### src/rtl/core/rrts_pkg.sv
// rrts_pkg: shared types and codes of the round-robin task scheduler
// no dependencies; imported by rrts_out_stage, rrts_ctrl, the top module and the checker
package rrts_pkg;

  localparam int ID_W    = 6;
  localparam int SLICE_W = 8;
  localparam int OP_W    = 2;
  localparam int STS_W   = 2;
  localparam int SST_W   = 2;

  // operations
  localparam logic [OP_W-1:0] OP_ALLOC  = 2'd0;
  localparam logic [OP_W-1:0] OP_RUN    = 2'd1;
  localparam logic [OP_W-1:0] OP_SWITCH = 2'd2;
  localparam logic [OP_W-1:0] OP_SLEEP  = 2'd3;

  // result status
  localparam logic [STS_W-1:0] STS_OK      = 2'd0;
  localparam logic [STS_W-1:0] STS_NO_SLOT = 2'd1;
  localparam logic [STS_W-1:0] STS_IGNORED = 2'd2;

  // slot states
  localparam logic [SST_W-1:0] SL_FREE  = 2'd0;
  localparam logic [SST_W-1:0] SL_ALLOC = 2'd1;
  localparam logic [SST_W-1:0] SL_RUN   = 2'd2;

  localparam logic [SLICE_W-1:0] INIT_SLICE = 8'd2;

  typedef struct packed {
    logic [SST_W-1:0]   st;
    logic [SLICE_W-1:0] slice;
  } slot_ent_t;

  typedef struct packed {
    logic [STS_W-1:0]   status;
    logic [ID_W-1:0]    chosen_task;
    logic               timer_reload;
    logic [SLICE_W-1:0] reload_ticks;
    logic               do_jump;
  } res_t;

endpackage

### src/rtl/core/rrts_ram.sv
// rrts_ram: simple dual-port memory, one write and one registered read per cycle
// no dependencies; holds the slot table and the run list
module rrts_ram #(
  parameter int DEPTH = 64,
  parameter int WIDTH = 8
) (
  input  logic                     clk,
  input  logic                     we,
  input  logic [$clog2(DEPTH)-1:0] waddr,
  input  logic [WIDTH-1:0]         wdata,
  input  logic                     re,
  input  logic [$clog2(DEPTH)-1:0] raddr,
  output logic [WIDTH-1:0]         rdata
);

  logic [WIDTH-1:0] mem [DEPTH];
  logic [WIDTH-1:0] rdata_r;

  always_ff @(posedge clk) begin
    if (we) begin
      mem[waddr] <= wdata;
    end
  end

  always_ff @(posedge clk) begin
    if (re) begin
      rdata_r <= mem[raddr];
    end
  end

  assign rdata = rdata_r;

endmodule

### src/rtl/core/rrts_out_stage.sv
// rrts_out_stage: result register between the sequencer and the output channel
// depends on rrts_pkg for the result type
module rrts_out_stage
  import rrts_pkg::*;
(
  input  logic               clk,
  input  logic               rst_n,
  input  logic               res_valid,
  input  res_t               res,
  output logic               res_ready,
  output logic               out_valid,
  input  logic               out_ready,
  output logic [STS_W-1:0]   out_status,
  output logic [ID_W-1:0]    out_chosen_task,
  output logic               out_timer_reload,
  output logic [SLICE_W-1:0] out_reload_ticks,
  output logic               out_do_jump
);

  logic out_valid_r;
  res_t data_r;

  assign res_ready = !out_valid_r || out_ready;

  always_ff @(posedge clk) begin
    if (!rst_n) begin
      out_valid_r <= 1'b0;
    end else if (res_valid && res_ready) begin
      out_valid_r <= 1'b1;
    end else if (out_ready) begin
      out_valid_r <= 1'b0;
    end
  end

  always_ff @(posedge clk) begin
    if (res_valid && res_ready) begin
      data_r <= res;
    end
  end

  assign out_valid        = out_valid_r;
  assign out_status       = data_r.status;
  assign out_chosen_task  = data_r.chosen_task;
  assign out_timer_reload = data_r.timer_reload;
  assign out_reload_ticks = data_r.reload_ticks;
  assign out_do_jump      = data_r.do_jump;

endmodule

### src/rtl/core/rrts_ctrl.sv
// rrts_ctrl: sequencer that walks the slot table and run list memories
// depends on rrts_pkg; drives two rrts_ram instances and the result stage
module rrts_ctrl
  import rrts_pkg::*;
#(
  parameter int TASK_SLOTS = 64
) (
  input  logic                          clk,
  input  logic                          rst_n,
  input  logic                          in_valid,
  output logic                          in_ready,
  input  logic [OP_W-1:0]               in_operation,
  input  logic [ID_W-1:0]               in_task_id,
  input  logic [SLICE_W-1:0]            in_slice_ticks,
  output logic                          res_valid,
  output res_t                          res,
  input  logic                          res_ready,
  // slot table memory
  output logic                          sm_we,
  output logic [$clog2(TASK_SLOTS)-1:0] sm_waddr,
  output slot_ent_t                     sm_wdata,
  output logic                          sm_re,
  output logic [$clog2(TASK_SLOTS)-1:0] sm_raddr,
  input  slot_ent_t                     sm_rdata,
  // run list memory
  output logic                          rl_we,
  output logic [$clog2(TASK_SLOTS)-1:0] rl_waddr,
  output logic [ID_W-1:0]               rl_wdata,
  output logic                          rl_re,
  output logic [$clog2(TASK_SLOTS)-1:0] rl_raddr,
  input  logic [ID_W-1:0]               rl_rdata
);

  localparam int IDX_W = $clog2(TASK_SLOTS);
  localparam int CNT_W = $clog2(TASK_SLOTS + 1);
  localparam logic [IDX_W-1:0] LAST_IDX = IDX_W'(TASK_SLOTS - 1);
  localparam logic [CNT_W-1:0] FULL_CNT = CNT_W'(TASK_SLOTS);

  typedef enum logic [10:0] {
    S_CLEAR    = 11'b00000000001,
    S_IDLE     = 11'b00000000010,
    S_ALLOC    = 11'b00000000100,
    S_RUN      = 11'b00000001000,
    S_SLP_CHK  = 11'b00000010000,
    S_SLP_WALK = 11'b00000100000,
    S_SLP_END  = 11'b00001000000,
    S_DISP     = 11'b00010000000,
    S_SW_LIST  = 11'b00100000000,
    S_SW_SLOT  = 11'b01000000000,
    S_DONE     = 11'b10000000000
  } state_t;

  state_t             state_r, state_nxt;
  logic [IDX_W-1:0]   cur_r, cur_nxt;
  logic [CNT_W-1:0]   cnt_r, cnt_nxt;
  logic [IDX_W-1:0]   idx_r, idx_nxt;
  logic               found_r, found_nxt;
  logic [IDX_W-1:0]   pos_r, pos_nxt;
  logic [ID_W-1:0]    tid_r, tid_nxt;
  logic [SLICE_W-1:0] slc_r, slc_nxt;
  slot_ent_t          ent_r, ent_nxt;
  res_t               res_r, res_nxt;

  logic               id_ok;
  logic [CNT_W-1:0]   sw_pos;
  logic [IDX_W-1:0]   tid_idx;
  logic               append;
  logic [IDX_W-1:0]   disp_pos;

  assign id_ok    = 32'(in_task_id) < TASK_SLOTS;
  assign tid_idx  = IDX_W'(tid_r);
  assign in_ready = (state_r == S_IDLE);
  assign res_valid = (state_r == S_DONE);
  assign res      = res_r;

  always_comb begin
    state_nxt = state_r;
    cur_nxt   = cur_r;
    cnt_nxt   = cnt_r;
    idx_nxt   = idx_r;
    found_nxt = found_r;
    pos_nxt   = pos_r;
    tid_nxt   = tid_r;
    slc_nxt   = slc_r;
    ent_nxt   = ent_r;
    res_nxt   = res_r;
    sm_we     = 1'b0;
    sm_waddr  = idx_r;
    sm_wdata  = '0;
    sm_re     = 1'b0;
    sm_raddr  = idx_r;
    rl_we     = 1'b0;
    rl_waddr  = idx_r;
    rl_wdata  = '0;
    rl_re     = 1'b0;
    rl_raddr  = idx_r;
    sw_pos    = CNT_W'(cur_r) + CNT_W'(1);
    append    = 1'b0;
    disp_pos  = cur_r;

    if (sw_pos >= cnt_r) begin
      sw_pos = '0;
    end

    unique case (state_r)
      S_CLEAR: begin
        // sweep the slot table to its reset image; slot 0 starts running
        sm_we    = 1'b1;
        sm_waddr = idx_r;
        if (idx_r == '0) begin
          sm_wdata.st    = SL_RUN;
          sm_wdata.slice = INIT_SLICE;
        end
        rl_we    = (idx_r == '0);
        rl_waddr = '0;
        if (idx_r == LAST_IDX) begin
          idx_nxt   = '0;
          state_nxt = S_IDLE;
        end else begin
          idx_nxt = idx_r + IDX_W'(1);
        end
      end
      S_IDLE: begin
        if (in_valid) begin
          tid_nxt = in_task_id;
          slc_nxt = in_slice_ticks;
          res_nxt = '0;
          unique case (in_operation)
            OP_ALLOC: begin
              sm_re     = 1'b1;
              sm_raddr  = '0;
              idx_nxt   = '0;
              state_nxt = S_ALLOC;
            end
            OP_SWITCH: begin
              cur_nxt   = IDX_W'(sw_pos);
              rl_re     = 1'b1;
              rl_raddr  = IDX_W'(sw_pos);
              state_nxt = S_SW_LIST;
            end
            OP_RUN, OP_SLEEP: begin
              if (!id_ok) begin
                res_nxt.status = STS_IGNORED;
                state_nxt      = S_DONE;
              end else begin
                sm_re     = 1'b1;
                sm_raddr  = IDX_W'(in_task_id);
                state_nxt = (in_operation == OP_RUN) ? S_RUN : S_SLP_CHK;
              end
            end
            default: state_nxt = S_IDLE;
          endcase
        end
      end
      S_ALLOC: begin
        if (sm_rdata.st == SL_FREE) begin
          sm_we               = 1'b1;
          sm_waddr            = idx_r;
          sm_wdata.st         = SL_ALLOC;
          sm_wdata.slice      = sm_rdata.slice;
          res_nxt.chosen_task = ID_W'(idx_r);
          state_nxt           = S_DONE;
        end else if (idx_r == LAST_IDX) begin
          res_nxt.status = STS_NO_SLOT;
          state_nxt      = S_DONE;
        end else begin
          sm_re    = 1'b1;
          sm_raddr = idx_r + IDX_W'(1);
          idx_nxt  = idx_r + IDX_W'(1);
        end
      end
      S_RUN: begin
        append         = (sm_rdata.st != SL_RUN) && (cnt_r < FULL_CNT);
        sm_we          = 1'b1;
        sm_waddr       = tid_idx;
        sm_wdata.st    = append ? SL_RUN : sm_rdata.st;
        sm_wdata.slice = (slc_r != '0) ? slc_r : sm_rdata.slice;
        if (append) begin
          rl_we    = 1'b1;
          rl_waddr = IDX_W'(cnt_r);
          rl_wdata = tid_r;
          cnt_nxt  = cnt_r + CNT_W'(1);
        end
        state_nxt = S_DONE;
      end
      S_SLP_CHK: begin
        if (sm_rdata.st != SL_RUN || cnt_r <= CNT_W'(1)) begin
          res_nxt.status = STS_IGNORED;
          state_nxt      = S_DONE;
        end else begin
          ent_nxt   = sm_rdata;
          rl_re     = 1'b1;
          rl_raddr  = '0;
          idx_nxt   = '0;
          found_nxt = 1'b0;
          state_nxt = S_SLP_WALK;
        end
      end
      S_SLP_WALK: begin
        // one entry per beat: find the sleeper, then move each later entry down
        if (found_r) begin
          rl_we    = 1'b1;
          rl_waddr = idx_r - IDX_W'(1);
          rl_wdata = rl_rdata;
        end else if (rl_rdata == tid_r) begin
          found_nxt = 1'b1;
          pos_nxt   = idx_r;
        end
        if (CNT_W'(idx_r) + CNT_W'(1) < cnt_r) begin
          rl_re    = 1'b1;
          rl_raddr = idx_r + IDX_W'(1);
          idx_nxt  = idx_r + IDX_W'(1);
        end else begin
          state_nxt = S_SLP_END;
        end
      end
      S_SLP_END: begin
        sm_we          = 1'b1;
        sm_waddr       = tid_idx;
        sm_wdata.st    = SL_ALLOC;
        sm_wdata.slice = ent_r.slice;
        state_nxt      = S_DONE;
        if (found_r) begin
          cnt_nxt = cnt_r - CNT_W'(1);
          if (pos_r == cur_r) begin
            if (CNT_W'(cur_r) >= cnt_r - CNT_W'(1)) begin
              disp_pos = '0;
            end
            cur_nxt   = disp_pos;
            rl_re     = 1'b1;
            rl_raddr  = disp_pos;
            state_nxt = S_DISP;
          end else if (pos_r < cur_r) begin
            cur_nxt = cur_r - IDX_W'(1);
          end
        end
      end
      S_DISP: begin
        res_nxt.chosen_task = rl_rdata;
        res_nxt.do_jump     = 1'b1;
        state_nxt           = S_DONE;
      end
      S_SW_LIST: begin
        sm_re               = 1'b1;
        sm_raddr            = IDX_W'(rl_rdata);
        res_nxt.chosen_task = rl_rdata;
        state_nxt           = S_SW_SLOT;
      end
      S_SW_SLOT: begin
        res_nxt.timer_reload = 1'b1;
        res_nxt.reload_ticks = sm_rdata.slice;
        res_nxt.do_jump      = (cnt_r >= CNT_W'(2));
        state_nxt            = S_DONE;
      end
      S_DONE: begin
        if (res_ready) begin
          state_nxt = S_IDLE;
        end
      end
      default: state_nxt = S_IDLE;
    endcase
  end

  always_ff @(posedge clk) begin
    if (!rst_n) begin
      state_r <= S_CLEAR;
      cur_r   <= '0;
      cnt_r   <= CNT_W'(1);
      idx_r   <= '0;
      found_r <= 1'b0;
    end else begin
      state_r <= state_nxt;
      cur_r   <= cur_nxt;
      cnt_r   <= cnt_nxt;
      idx_r   <= idx_nxt;
      found_r <= found_nxt;
    end
  end

  always_ff @(posedge clk) begin
    pos_r <= pos_nxt;
    tid_r <= tid_nxt;
    slc_r <= slc_nxt;
    ent_r <= ent_nxt;
    res_r <= res_nxt;
  end

endmodule

### src/rtl/core/round_robin_task_scheduler_top.sv
// Round-robin task scheduler with per-task time slices. The slot table (state and slice
// per task) and the ordered run list each live in a one-read, one-write memory with a
// registered read, so every operation is a short sequence of reads and write-backs and
// one item is handled at a time. After reset the block writes the slot table to its
// initial image (slot 0 running with a slice of 2) with in_ready low. Allocate scans the
// slot table from index 0 for the first free slot; sleep walks the run list to find the
// sleeper and close the gap, then reads the next task when the sleeper was the current
// task; the walks go one memory entry per cycle. A finished result waits in an output
// register, so the next item can be taken while it is still unread; a second result waits
// while that register stays full.
// depends on rrts_pkg, rrts_ctrl, rrts_ram and rrts_out_stage
module round_robin_task_scheduler_top
  import rrts_pkg::*;
#(
  parameter int TASK_SLOTS = 64
) (
  input  logic               clk,
  input  logic               rst_n,
  input  logic               in_valid,
  output logic               in_ready,
  input  logic [OP_W-1:0]    in_operation,
  input  logic [ID_W-1:0]    in_task_id,
  input  logic [SLICE_W-1:0] in_slice_ticks,
  output logic               out_valid,
  input  logic               out_ready,
  output logic [STS_W-1:0]   out_status,
  output logic [ID_W-1:0]    out_chosen_task,
  output logic               out_timer_reload,
  output logic [SLICE_W-1:0] out_reload_ticks,
  output logic               out_do_jump
);

  localparam int IDX_W = $clog2(TASK_SLOTS);

  logic             res_valid;
  logic             res_ready;
  res_t             res;
  logic             sm_we, sm_re;
  logic [IDX_W-1:0] sm_waddr, sm_raddr;
  slot_ent_t        sm_wdata, sm_rdata;
  logic             rl_we, rl_re;
  logic [IDX_W-1:0] rl_waddr, rl_raddr;
  logic [ID_W-1:0]  rl_wdata, rl_rdata;

  rrts_ctrl #(
    .TASK_SLOTS (TASK_SLOTS)
  ) u_ctrl (
    .clk            (clk),
    .rst_n          (rst_n),
    .in_valid       (in_valid),
    .in_ready       (in_ready),
    .in_operation   (in_operation),
    .in_task_id     (in_task_id),
    .in_slice_ticks (in_slice_ticks),
    .res_valid      (res_valid),
    .res            (res),
    .res_ready      (res_ready),
    .sm_we          (sm_we),
    .sm_waddr       (sm_waddr),
    .sm_wdata       (sm_wdata),
    .sm_re          (sm_re),
    .sm_raddr       (sm_raddr),
    .sm_rdata       (sm_rdata),
    .rl_we          (rl_we),
    .rl_waddr       (rl_waddr),
    .rl_wdata       (rl_wdata),
    .rl_re          (rl_re),
    .rl_raddr       (rl_raddr),
    .rl_rdata       (rl_rdata)
  );

  rrts_ram #(
    .DEPTH (TASK_SLOTS),
    .WIDTH ($bits(slot_ent_t))
  ) u_slot_mem (
    .clk   (clk),
    .we    (sm_we),
    .waddr (sm_waddr),
    .wdata (sm_wdata),
    .re    (sm_re),
    .raddr (sm_raddr),
    .rdata (sm_rdata)
  );

  rrts_ram #(
    .DEPTH (TASK_SLOTS),
    .WIDTH (ID_W)
  ) u_run_mem (
    .clk   (clk),
    .we    (rl_we),
    .waddr (rl_waddr),
    .wdata (rl_wdata),
    .re    (rl_re),
    .raddr (rl_raddr),
    .rdata (rl_rdata)
  );

  rrts_out_stage u_out (
    .clk              (clk),
    .rst_n            (rst_n),
    .res_valid        (res_valid),
    .res              (res),
    .res_ready        (res_ready),
    .out_valid        (out_valid),
    .out_ready        (out_ready),
    .out_status       (out_status),
    .out_chosen_task  (out_chosen_task),
    .out_timer_reload (out_timer_reload),
    .out_reload_ticks (out_reload_ticks),
    .out_do_jump      (out_do_jump)
  );

endmodule

### config.mk
export PLATFORM = sky130hd
export DESIGN_NAME = round_robin_task_scheduler_top
export DESIGN_NICKNAME = d
export VERILOG_FILES = /design/src/rtl/core/rrts_pkg.sv /design/src/rtl/core/rrts_ram.sv /design/src/rtl/core/rrts_out_stage.sv /design/src/rtl/core/rrts_ctrl.sv /design/src/rtl/core/round_robin_task_scheduler_top.sv
export SDC_FILE = /design/constraint.sdc
export NUM_CORES = 2
export LEC_CHECK = 0
export ABC_AREA = 1
export CAP_MARGIN = 20
export CORE_UTILIZATION = 39
export CTS_CLUSTER_SIZE = 30
export DETAILED_ROUTE_END_ITERATION = 8
export DONT_BUFFER_PORTS = 1
export SLEW_MARGIN = 20
export SYNTH_ARGS = -nofsm -noshare
export SYNTH_HDL_FRONTEND = slang
export SYNTH_HIERARCHICAL = 1
export SYNTH_SLANG_ARGS = --single-unit
export TNS_END_PERCENT = 100
### constraint.sdc
create_clock -name clk -period 4.2 [get_ports clk]
set_clock_uncertainty 0.05 [all_clocks]
set_input_delay 0.42 -clock clk [delete_from_list [all_inputs] [get_ports clk]]
set_output_delay 0.42 -clock clk [all_outputs]
set_load 0.005 [all_outputs]
==> flow_metrics.tcl <==
set metrics [dict create \
    r2r_slack_ps 180 \
    worst_slew_pin_slew_ps 1103 \
    worst_path_largest_cell_delay_ps 970 \
    synth_area_sq_um 48910 \
    syn-num-nets 4513 \
    status "finished, violations left" \
    pin_count 40 \
    yosys_most_used_dff "edfxtp_1" \
    root_buffer "clkbuf_16" \
    synth_edf_count 1104 \
    final_max_slew_viol_count 0 \
    grt_first_pass_wirelength_mm 202.7 \
    drt_iter0_drc 3704 \
    cp_num_cells 10 \
    ant_nets 0 \
    num-nets-final 4631 \
    gp_congestion 0.9406 \
    synth_most_common_cell "nand2_1" \
    insertion_delay_ps 760 \
    crit_top_cell "nand2_4" \
    violations "design-rule violations" \
    worst_setup_path_start_kind "register" \
    ys_seq_area_share_pct 69.09 \
    core_sq_um 124100 \
    yosys_warnings 6 \
    rsz0062_at_grt "false" \
    rr_startpoint "u_ctrl/state_r[8]" \
    yosysUniqueCellTypes 51 \
    hp-start "in_operation[0]" \
    cp_top_family "simple AND/OR/NAND/NOR gates" \
    synthesis.instances 4460 \
    dr.pass1.iters 9 \
    yosys.area.top_type "edfxtp_1" \
    instances_no_fill 6315 \
    drive_gt1_share_pct 10.07 \
    n_fill_cell 11260 \
    synth_top_area_share_pct 67.78 \
    cp.required_ps 4530 \
    placed_cells 6075 \
    avgViaCountPerCell 5.362 \
    track_usage_pct 20.93 \
    cp_slowest_cell "nor2_1" \
    cp.buffers_inverters 2 \
    via_count 33860 \
    setup_tns_ps 0 \
    cp-end-kind "register" \
    routedWlPerCell_um 21.16 \
    ir_worst_vdd_mv 0.4080 \
    synth_commonest_cells "nand2_1, edfxtp_1, nand3_1" \
    min_to "u_ctrl/state_r[8]" \
    clk_pin_slew_ps 70 \
    worstPathArrival_ps 4350 \
    synth_top_cells_by_area "edfxtp_1, nand2_1, nand3_1" \
    clock_sinks 1136 \
    grt_overflow 0 \
    drc 6 \
    powerDensity_nw_per_um2 510.9 \
    h-tree-depth 3 \
    dp_hpwl_mm 82.69 \
    slew_headroom_pct 25.67 \
    ys_seq_elements 1136 \
    cts_tree "built" \
    finalHoldViolations 0 \
    syn2layout_area_growth_pct 14.83 \
    fp.dieH_um 356.1 \
    start_util_pct 39.41 \
    critical_path_class "register to register" \
    leakagePower_nw 21.71 \
    min_path_cells 3 \
    grt_max_degree 81 \
    r2r-end "u_slot_mem/mem[1][2]" \
    routed_wirelength_mm 133.6 \
    maxCapViolCount 0 \
    die_w_um 356.1 \
    finalSetupViolCount 0 \
    path_cells "nor2_4, nand2_4, nor2_8, nand2_4, nand2_2, buf_4, o21ai_1, inv_1, nand4_1, nor2_1" \
    synth_async_sr_flop_share_pct 0 \
    fmax_ghz 0.2487 \
    antenna_found_initial 2 \
    crit_fanout 10 \
    cts_buffers 117 \
    die-area_sq_um 126800 \
    avgSynthCellArea_sq_um 10.97 \
    num_rows 129 \
    finalCritPeriodShare_pct 95.74 \
    io_buffer_count 0 \
    clockBufferDepth 3 \
    grt_pass1_vias 31950 \
    finalCriticalPeriod_ps 4021 \
    min_path_type "primary input to register" \
    rr_worst_depth 10 \
]
## power by group
group	switching [mW]	total (mW)	leakage (nW)	internal (mW)
Clock	4.43	10.5	1.89	6.05
Sequential	0.0401	12.6	12.5	12.6
Combinational	3.98	5.57	7.35	1.59
Total	8.45	28.7	21.7	20.2
## routing by layer
metal,part of all wire (%),track usage [%],vias up
li1,-,-,15810
met1,44,30.61,16470
met2,45,31.94,1380
met3,8.3,3.662,196
met4,2.2,5.871,0
met5,0,0,-
## worst max-delay path by stage
stage / startpoint / endpoint / slack, ps
final: u_ctrl/state_r[8] / u_slot_mem/mem[1][2] / 180
after global placement: u_ctrl/cur_r[0] / u_run_mem/rdata[5] / 240
after CTS: u_ctrl/idx_r[2] / u_run_mem/rdata[5] / 220
after global routing: u_ctrl/idx_r[2] / u_run_mem/rdata[5] / 20
after floorplan: u_ctrl/state_r[8] / u_slot_mem/mem[0][9] / 7
after detailed placement: u_ctrl/idx_r[2] / u_run_mem/rdata[5] / 200
## timing repair
item / in CTS / in global routing
endpoints found under the setup margin: 0 / 6
gates resized for setup: 0 / 12
buffers inserted: 0 / 1
endpoints found under the hold margin: 38 / 0
hold buffers: 20 / 0
## cell families (layout without fill, tap and decap cells)
kind of cell | count (synthesis) | count (layout) | share of synthesized area (%)
adders and majority gates | 33 | 33 | 0.8442
buffers and inverters | 388 | 605 | 3.945
DFF | 1136 | 1136 | 69.09
xor gates and xnor gates | 19 | 19 | 0.3402
and+or+nand+nor | 2737 | 2737 | 24.07
other | 0 | 1 | 0
AOI/OAI and AO/OA | 147 | 147 | 1.716
## stage by stage
stage	worst slack [ps]	total power [mW]	util [%]	hold slack [ps]	area, sq um
floorplan	7.324	16.31	-	350.3	48910
global placement	238.2	18.32	41.91	351.5	52020
detailed placement	203.1	18.34	41.91	355.2	52020
CTS	215.3	28.80	45.21	10.49	56120
global route	16.22	29.75	45.25	73.59	56160
finish	178.9	28.69	45.25	71.23	56160
## worst reg2reg max path, cell delays in order (launching register included)
cell	delay [ps]
dfxtp_1	350
nor2_4	170
nand2_4	110
nor2_8	250
nand2_4	170
nand2_2	160
buf_4	190
o21ai_1	300
inv_1	400
nand4_1	530
nor2_1	980
## sequential cells by signal, summed over array words and instances, names as in the netlist
name                    count
u_slot_mem/rdata           10
u_ctrl/state_r             11
u_out/out_do_jump           1
u_ctrl/cnt_r                7
u_out/out_timer_reload      1
u_run_mem/mem             384
u_ctrl/found_r              1
u_out/out_valid             1
u_ctrl/tid_idx              6
u_out/out_reload_ticks      8
u_ctrl/slc_r                8
u_out/out_chosen_task       6
u_slot_mem/mem            640
u_ctrl/cur_r                6
u_ctrl/pos_r                6
u_ctrl/idx_r                6
u_out/out_status            2
u_ctrl/ent_r                8
u_run_mem/rdata             6
u_ctrl/res                 18
## cell usage in the layout, fill, tap and decap left out, types with 5 or more instances in the layout
cell type / instances
nand2_1: 1456
edfxtp_1: 1104
nand3_1: 953
nor2_1: 221
buf_4: 182
inv_1: 126
clkbuf_16: 118
o21ai_0: 49
buf_12: 40
a21oi_1: 37
ha_1: 33
dfxtp_1: 30
clkbuf_1: 29
nor3_1: 29
clkinv_2: 25
nand4_1: 24
clkinv_1: 22
dlygate4sd3_1: 19
xor2_1: 16
bufinv_16: 13
o211ai_1: 10
o21ai_1: 9
inv_2: 8
nand2_2: 8
o22ai_1: 8
nor4_2: 8
nand2_4: 6
o22ai_4: 6
clkinvlp_4: 5
nor2_2: 5
nor4_1: 5
## cell type report
type	count	area, sq um	share of cell area, %
sequential	1136	33790	60.17
tap	1637	2048	3.647
antenna	1	2.502	0.004456
inverter	143	555.5	0.9891
multi-input combinational	2936	13480	24.01
timing repair buffer	244	2385	4.246
clock inverter	67	778.2	1.386
clock buffer	151	3117	5.549
No activity file was read; power rests on OpenSTA's default activity.
